File: src/hw/rtl/pspr_pkg.sv
`default_nettype none

package pspr_pkg;

   // Field widths
   localparam int COORD_W  = 24;
   localparam int DIFF_W   = COORD_W + 1;
   localparam int DEV_W    = 20;
   localparam int DEV2_W   = 2 * DEV_W;
   localparam int LEN2_W   = 2 * DIFF_W;
   localparam int CR_W     = 2 * DIFF_W + 1;
   localparam int MAG_W    = 2 * DIFF_W;

   // Shared multiplier: signed 27 x 27, wide products built from 26-bit halves.
   localparam int HALF_W   = 26;
   localparam int WIDE_W   = 2 * HALF_W;
   localparam int MUL_W    = HALF_W + 1;
   localparam int PROD_W   = 2 * MUL_W;
   localparam int ACC_W    = 2 * WIDE_W;

   localparam int MAX_POINTS_DEF = 64;

   // Register file
   localparam int CSR_ADDR_W = 3;
   localparam int CSR_DATA_W = 32;
   localparam logic [DEV_W-1:0] DEV_RESET = DEV_W'(100);
   localparam logic REG_MAX_DEVIATION = 1'b0;

   typedef logic signed [COORD_W-1:0] coord_type;
   typedef logic signed [DIFF_W-1:0]  diff_type;

   typedef enum logic [3:0] {
      MUL_NONE,
      MUL_DEV,
      MUL_BXX,
      MUL_BYY,
      MUL_DXBY,
      MUL_DYBX,
      MUL_LIM_LL,
      MUL_LIM_LH,
      MUL_LIM_HL,
      MUL_LIM_HH,
      MUL_MAG_LL,
      MUL_MAG_LH,
      MUL_MAG_HL,
      MUL_MAG_HH
   } mul_sel_type;

   typedef enum logic [1:0] {
      ACC_HOLD,
      ACC_LOAD,
      ACC_ADD_MID,
      ACC_ADD_TOP
   } acc_op_type;

   typedef enum logic [3:0] {
      LD_NONE,
      LD_DEV2,
      LD_CHORD,
      LD_LEN_FIRST,
      LD_LEN_ADD,
      LD_DELTA,
      LD_CR_FIRST,
      LD_CR_SUB,
      LD_MAG,
      LD_LIM,
      LD_ANCHOR,
      LD_OUT
   } ld_op_type;

   typedef struct packed {
      logic        ram_we;
      logic        ram_re;
      mul_sel_type mul_sel;
      acc_op_type  acc_op;
      ld_op_type   ld_op;
      logic        out_last;
      logic        out_over;
   } pspr_cmd_type;

   typedef struct packed {
      logic zero_chord;
      logic too_far;
   } pspr_status_type;

endpackage

`default_nettype wire

File: src/hw/rtl/pspr_ctrl.sv
`default_nettype none

module pspr_ctrl #(
   parameter int MAX_POINTS = pspr_pkg::MAX_POINTS_DEF
) (
   input  wire logic                          clock,
   input  wire logic                          reset,
   input  wire logic                          req_valid,
   input  wire logic                          req_final,
   output logic                               req_ready,
   output logic                               rsp_valid,
   input  wire logic                          rsp_ready,
   input  wire pspr_pkg::pspr_status_type     status,
   output pspr_pkg::pspr_cmd_type             cmd,
   output logic [$clog2(MAX_POINTS)-1:0]      ram_addr
);
   import pspr_pkg::*;

   localparam int IDX_W = $clog2(MAX_POINTS);
   localparam int CNT_W = $clog2(MAX_POINTS + 1);

   typedef enum logic [4:0] {
      S_LOAD,
      S_DEV_MUL,
      S_DEV_LD,
      S_PICK_RD,
      S_PICK_LD,
      S_EMIT,
      S_CH_RD,
      S_CH_LD,
      S_CH_SQX,
      S_CH_SQY,
      S_CH_LEN,
      S_LIM0,
      S_LIM1,
      S_LIM2,
      S_LIM3,
      S_LIM4,
      S_LIM5,
      S_PT_RD,
      S_PT_LD,
      S_CR0,
      S_CR1,
      S_CR2,
      S_MAG,
      S_SQ0,
      S_SQ1,
      S_SQ2,
      S_SQ3,
      S_SQ4,
      S_CMP
   } state_type;

   state_type        state_ff, state_in;
   logic [CNT_W-1:0] count_ff, count_in;
   logic             drop_ff, drop_in;
   logic [IDX_W-1:0] pick_ff, pick_in;
   logic [IDX_W-1:0] j_ff, j_in;
   logic [IDX_W-1:0] k_ff, k_in;
   logic             rsp_valid_ff, rsp_valid_in;

   logic [IDX_W-1:0] last_idx;
   logic [IDX_W:0]   pick_p1_w, pick_p2_w;
   logic             out_free;
   logic             more_ends;

   assign last_idx  = IDX_W'(count_ff - CNT_W'(1));
   assign pick_p1_w = {1'b0, pick_ff} + (IDX_W+1)'(1);
   assign pick_p2_w = {1'b0, pick_ff} + (IDX_W+1)'(2);
   assign out_free  = !rsp_valid_ff || rsp_ready;
   // Another shortcut end remains below the current one.
   assign more_ends = {1'b0, j_ff} > pick_p2_w;

   always_comb begin
      state_in     = state_ff;
      count_in     = count_ff;
      drop_in      = drop_ff;
      pick_in      = pick_ff;
      j_in         = j_ff;
      k_in         = k_ff;
      rsp_valid_in = rsp_valid_ff && !rsp_ready;
      cmd          = '0;
      ram_addr     = pick_ff;

      unique case (state_ff)
         S_LOAD: begin
            ram_addr = count_ff[IDX_W-1:0];
            if (req_valid) begin
               if (count_ff < CNT_W'(MAX_POINTS)) begin
                  cmd.ram_we = 1'b1;
                  count_in   = count_ff + CNT_W'(1);
               end else begin
                  drop_in = 1'b1;
               end
               if (req_final) begin
                  state_in = S_DEV_MUL;
               end
            end
         end
         S_DEV_MUL: begin
            cmd.mul_sel = MUL_DEV;
            state_in    = S_DEV_LD;
         end
         S_DEV_LD: begin
            cmd.ld_op = LD_DEV2;
            pick_in   = '0;
            state_in  = S_PICK_RD;
         end
         S_PICK_RD: begin
            cmd.ram_re = 1'b1;
            state_in   = S_PICK_LD;
         end
         S_PICK_LD: begin
            cmd.ld_op = LD_ANCHOR;
            state_in  = S_EMIT;
         end
         S_EMIT: begin
            if (out_free) begin
               cmd.ld_op    = LD_OUT;
               cmd.out_last = (pick_ff == last_idx);
               cmd.out_over = drop_ff;
               rsp_valid_in = 1'b1;
               if (pick_ff == last_idx) begin
                  count_in = '0;
                  drop_in  = 1'b0;
                  state_in = S_LOAD;
               end else if ({1'b0, last_idx} > pick_p1_w) begin
                  j_in     = last_idx;
                  state_in = S_CH_RD;
               end else begin
                  pick_in  = pick_p1_w[IDX_W-1:0];
                  state_in = S_PICK_RD;
               end
            end
         end
         S_CH_RD: begin
            cmd.ram_re = 1'b1;
            ram_addr   = j_ff;
            state_in   = S_CH_LD;
         end
         S_CH_LD: begin
            cmd.ld_op = LD_CHORD;
            state_in  = S_CH_SQX;
         end
         S_CH_SQX: begin
            if (status.zero_chord) begin
               if (more_ends) begin
                  j_in     = j_ff - IDX_W'(1);
                  state_in = S_CH_RD;
               end else begin
                  pick_in  = pick_p1_w[IDX_W-1:0];
                  state_in = S_PICK_RD;
               end
            end else begin
               cmd.mul_sel = MUL_BXX;
               state_in    = S_CH_SQY;
            end
         end
         S_CH_SQY: begin
            cmd.mul_sel = MUL_BYY;
            cmd.ld_op   = LD_LEN_FIRST;
            state_in    = S_CH_LEN;
         end
         S_CH_LEN: begin
            cmd.ld_op = LD_LEN_ADD;
            state_in  = S_LIM0;
         end
         S_LIM0: begin
            cmd.mul_sel = MUL_LIM_LL;
            state_in    = S_LIM1;
         end
         S_LIM1: begin
            cmd.mul_sel = MUL_LIM_LH;
            cmd.acc_op  = ACC_LOAD;
            state_in    = S_LIM2;
         end
         S_LIM2: begin
            cmd.mul_sel = MUL_LIM_HL;
            cmd.acc_op  = ACC_ADD_MID;
            state_in    = S_LIM3;
         end
         S_LIM3: begin
            cmd.mul_sel = MUL_LIM_HH;
            cmd.acc_op  = ACC_ADD_MID;
            state_in    = S_LIM4;
         end
         S_LIM4: begin
            cmd.acc_op = ACC_ADD_TOP;
            state_in   = S_LIM5;
         end
         S_LIM5: begin
            cmd.ld_op = LD_LIM;
            k_in      = pick_p1_w[IDX_W-1:0];
            state_in  = S_PT_RD;
         end
         S_PT_RD: begin
            cmd.ram_re = 1'b1;
            ram_addr   = k_ff;
            state_in   = S_PT_LD;
         end
         S_PT_LD: begin
            cmd.ld_op = LD_DELTA;
            state_in  = S_CR0;
         end
         S_CR0: begin
            cmd.mul_sel = MUL_DXBY;
            state_in    = S_CR1;
         end
         S_CR1: begin
            cmd.mul_sel = MUL_DYBX;
            cmd.ld_op   = LD_CR_FIRST;
            state_in    = S_CR2;
         end
         S_CR2: begin
            cmd.ld_op = LD_CR_SUB;
            state_in  = S_MAG;
         end
         S_MAG: begin
            cmd.ld_op = LD_MAG;
            state_in  = S_SQ0;
         end
         S_SQ0: begin
            cmd.mul_sel = MUL_MAG_LL;
            state_in    = S_SQ1;
         end
         S_SQ1: begin
            cmd.mul_sel = MUL_MAG_LH;
            cmd.acc_op  = ACC_LOAD;
            state_in    = S_SQ2;
         end
         S_SQ2: begin
            cmd.mul_sel = MUL_MAG_HL;
            cmd.acc_op  = ACC_ADD_MID;
            state_in    = S_SQ3;
         end
         S_SQ3: begin
            cmd.mul_sel = MUL_MAG_HH;
            cmd.acc_op  = ACC_ADD_MID;
            state_in    = S_SQ4;
         end
         S_SQ4: begin
            cmd.acc_op = ACC_ADD_TOP;
            state_in   = S_CMP;
         end
         S_CMP: begin
            if (status.too_far) begin
               if (more_ends) begin
                  j_in     = j_ff - IDX_W'(1);
                  state_in = S_CH_RD;
               end else begin
                  pick_in  = pick_p1_w[IDX_W-1:0];
                  state_in = S_PICK_RD;
               end
            end else if (k_ff + IDX_W'(1) == j_ff) begin
               pick_in  = j_ff;
               state_in = S_PICK_RD;
            end else begin
               k_in     = k_ff + IDX_W'(1);
               state_in = S_PT_RD;
            end
         end
         default: begin
            state_in = S_LOAD;
         end
      endcase
   end

   always_ff @(posedge clock) begin
      if (reset) begin
         state_ff     <= S_LOAD;
         count_ff     <= '0;
         drop_ff      <= 1'b0;
         rsp_valid_ff <= 1'b0;
      end else begin
         state_ff     <= state_in;
         count_ff     <= count_in;
         drop_ff      <= drop_in;
         rsp_valid_ff <= rsp_valid_in;
      end
      pick_ff <= pick_in;
      j_ff    <= j_in;
      k_ff    <= k_in;
   end

   assign req_ready = (state_ff == S_LOAD);
   assign rsp_valid = rsp_valid_ff;

endmodule

`default_nettype wire

File: config.mk
export PLATFORM = sky130hd
export DESIGN_NAME = pspr_ctrl
export DESIGN_NICKNAME = d
export VERILOG_FILES = /design/src/hw/rtl/pspr_pkg.sv /design/src/hw/rtl/pspr_ctrl.sv
export SDC_FILE = /design/constraint.sdc
export NUM_CORES = 1
export LEC_CHECK = 0
export ABC_AREA = 1
export BUFFER_PORTS_ARGS = -buffer_cell sky130_fd_sc_hd__buf_2
export CORE_ASPECT_RATIO = 0.8
export CORE_MARGIN = 3
export CORE_UTILIZATION = 45
export DETAILED_ROUTE_END_ITERATION = 8
export GPL_TIMING_DRIVEN = 0
export PLACE_DENSITY = 0.68
export SLEW_MARGIN = 20
export SYNTH_ARGS = -nofsm -noshare
export SYNTH_HDL_FRONTEND = slang
export SYNTH_SLANG_ARGS = --single-unit
File: constraint.sdc
create_clock -name clock -period 3.7 [get_ports clock]
set_input_delay 0.37 -clock clock [delete_from_list [all_inputs] [get_ports clock]]
set_output_delay 0.37 -clock clock [all_outputs]
set_load 0.01 [all_outputs]
==> results.tsv <==
stage	metric	value	unit
outcome	status	finished, final reports clean	
layout	nets	556	
setup_path	crit_fanout	8	
power_and_ir_drop	power_per_cell_area	301	nW/um^2
synth	netlist_instances	496	
routing	avgRoutedWirePerCell	15.3	um
setup_path	cp_common_cell	nor2_1	
synth	mappedNetlistNets	521	
placed_design	hpwl	7570	um
die	initial_core_util	0.469	
routing	viasPerCell	5.55	
die	dieArea	8310	sq um
synth	ys_types	43	
min_path	hold_class	input pin to flop	
clock_network	clock-sinks	32	
power_and_ir_drop	leakagePower	1.82	nW
global_routing	track_usage	0.232	
routing	drc	0	
placed_design	portBuffers	28	
global_routing	grt_pass1_wl	15100	um
clock_network	cts_made_buffers	5	
setup_path	worstPathCellList	ha_1 > nand2_1 > nor2_1 > xor2_1 > nor2_1 > nor2_1 > ha_1 > nand2_1 > inv_1 > nand2_1 > nor2_1 > a21oi_1 > a21oi_1 > nand3b_1 > nor2_2	
global_routing	grt_pass1_vias	3035	
timing	finalSetupViolCount	0	
timing	min_period_over_period	0.926	
layout	areaGrowthSynthToFinish	11.1	%
setup_path	cp_slowest_cell	edfxtp_1	
die	die_x	101	um
placed_design	globalplace.congestion	0.975	
setup_path	crit_type	flop to flop	
setup_path	critical_path_buf_inv_count	1	
clock_network	clk_pin_slew	0.08	ns
synth	synth_edf_count	18	
clock_network	cts_tree	yes	
die	io_pins	29	
die	die_h	82.1	um
setup_path	crit_required	3.66	ns
synth	dominantRegCellSynth	edfxtp_1	
power_and_ir_drop	power	1.09	mW
die	rows	27	
power_and_ir_drop	ir_drop	0.179	mV
routing	drt_wl_total	9500	um
clock_network	cts_hold_buf	0	
timing	rsz0062_at_grt	no	
synth	synth_area	3260	sq um
global_routing	grt_max_degree	11	
routing	first_iter_violations	372	
synth	synth_sequential_area_ratio	0.252	
synth	syn_avg_cell_area	6.57	sq um
timing	fin_skew	0.0129	ns
layout	diodes	0	
synth	async_reset_ff_frac	0	
die	core	6960	sq um
setup_path	endpoint_kind	flop	
timing	final-max-slew-violation-count	0	
timing	setup_tns	0	ns
setup_path	path_delay_family	simple AND/OR/NAND/NOR gates	
global_routing	grt_antenna_before_repair	0	
global_routing	grt_overflow_total	0	
routing	final_antenna_net_count	0	
clock_network	cts_root_buf	clkbuf_8	
timing	maxSlewHeadroom	0.678	
timing	finalCriticalPeriod	3.42	ns
synth	yosys_register_bits	32	
clock_network	cts_setup_buffers	0	
layout	final_layout_size_suffix_gt1_frac	0.137	
routing	dr.pass1.iters	5	
timing	fmax	0.292	GHz
setup_path	cp.arrival	3.39	ns
job	drv_cap	0	
synth	ys_warn_count	0	
routing	num_vias	3435	
clock_network	cts_buffer_depth	2	
setup_path	startpoint_type	flop	
clock_network	ctsHtreeMaxLevel	2	
timing	hold_violations	0	
clock_network	clock_latency	0.30	ns
setup_path	cpPeakStageDelay	0.55	ns
timing	tightestPinTransition	0.483	ns
[tightest hold or removal path, stage by stage]
cell	delay, ns
buf_2	0.10
inv_1	0.04
nand2_1	0.09
a21oi_1	0.05
[cells in the final DEF, fill, tap and decap left out, drive strengths merged, types with 2 or more instances in the layout]
cell / instances
a21oi: 29
a22oi: 2
buf: 36
clkbuf: 11
dfxtp: 14
edfxtp: 18
ha: 18
inv: 70
nand2: 128
nand3: 40
nand3b: 4
nand4: 7
nor2: 74
nor3: 8
o211ai: 7
o21ai: 22
o221ai: 7
o22ai: 5
xnor2: 4
xor2: 17
[synth_stat cells, types with 5 or more instances]
cell,count,area [sq um]
o211ai_1,7,52.6
xor2_1,17,149
nand4_1,7,43.8
nor2_1,66,248
inv_1,64,240
o22ai_1,5,31.3
o21ai_0,20,100
o221ai_1,7,61.3
ha_1,18,225
edfxtp_1,18,541
nand3_1,39,195
a21oi_1,28,140
dfxtp_1,14,280
nand2_1,121,454
inv_2,6,22.5
buf_2,5,25.0
nor3_1,6,30.0
nor2_4,5,56.3
[where the power goes]
part	switching, mW	internal [mW]	total [mW]
registers	0.0143	0.389	0.403
logic	0.218	0.115	0.332
clock network	0.153	0.200	0.353
[metrics by stage]
| stage | area, sq um | util | hold WS [ns] | std cells | setup WS (ns) |
|---|---|---|---|---|---|
| CTS | 3620 | 0.520 | 0.393 | 619 | 0.236 |
| floorplan | 3260 | - | 0.437 | 496 | 0.989 |
| finish | 3620 | 0.520 | 0.406 | 619 | 0.275 |
| detailed placement | 3510 | 0.504 | 0.481 | 611 | 0.281 |
| global route | 3620 | 0.520 | 0.408 | 619 | 0.0489 |
| global placement | 3510 | 0.504 | 0.463 | 611 | 0.301 |
[final cells by class]
cell class                 count  area (sq um)
buffer                        13          80.1
clock buffer                   6          72.6
clock inverter                 2          35.0
fill                         722          3340
inverter                      70           263
multi-input combinational    381          2100
sequential                    32           821
tap                           87           109
timing repair buffer          28           140
[cells by family (layout without fill, tap and decap cells)]
family | after synthesis | count (layout) | share of synthesized area
AND/OR/NAND/NOR | 262 | 262 | 0.365
multiplexers | 1 | 1 | 0.00307
adder cells (fa/ha/maj) | 18 | 18 | 0.0691
flip-flops | 32 | 32 | 0.252
XOR/XNOR | 21 | 21 | 0.0564
AO/OA/AOI/OAI | 79 | 79 | 0.149
buffers and inverters | 83 | 119 | 0.105
[worst paths after layout]
| check | start | endpoint | slack [ns] | cells after the start |
|---|---|---|---|---|
| max | pick_ff[1] | j_ff[0] | 0.28 | 15 |
| min | reset | count_ff[6] | 0.41 | 4 |
| max reg2reg | pick_ff[1] | j_ff[0] | 0.28 | 15 |
| min reg2reg | drop_ff | drop_ff | 0.49 | 2 |
[flip-flops by register name (all words and copies together) (netlist names)]
name and cells:
count_ff 7, drop_ff 1, j_ff 6, k_ff 6
pick_ff 6, rsp_valid 1, state_ff 5
[layer usage]
metal,part of all wire,up-vias,global-route usage
li1,-,1710,-
met1,0.47,1531,0.348
met2,0.41,176,0.322
met3,0.11,18,0.0596
met4,0.017,0,0.0651
met5,0,-,0
[timing repair]
| item | in CTS | in global routing |
|---|---|---|
| setup endpoints to repair | 0 | 12 |
| endpoints found under the hold margin | 0 | 0 |
| gates resized for setup | 0 | 2 |
No activity file was read; power rests on OpenSTA's default activity.
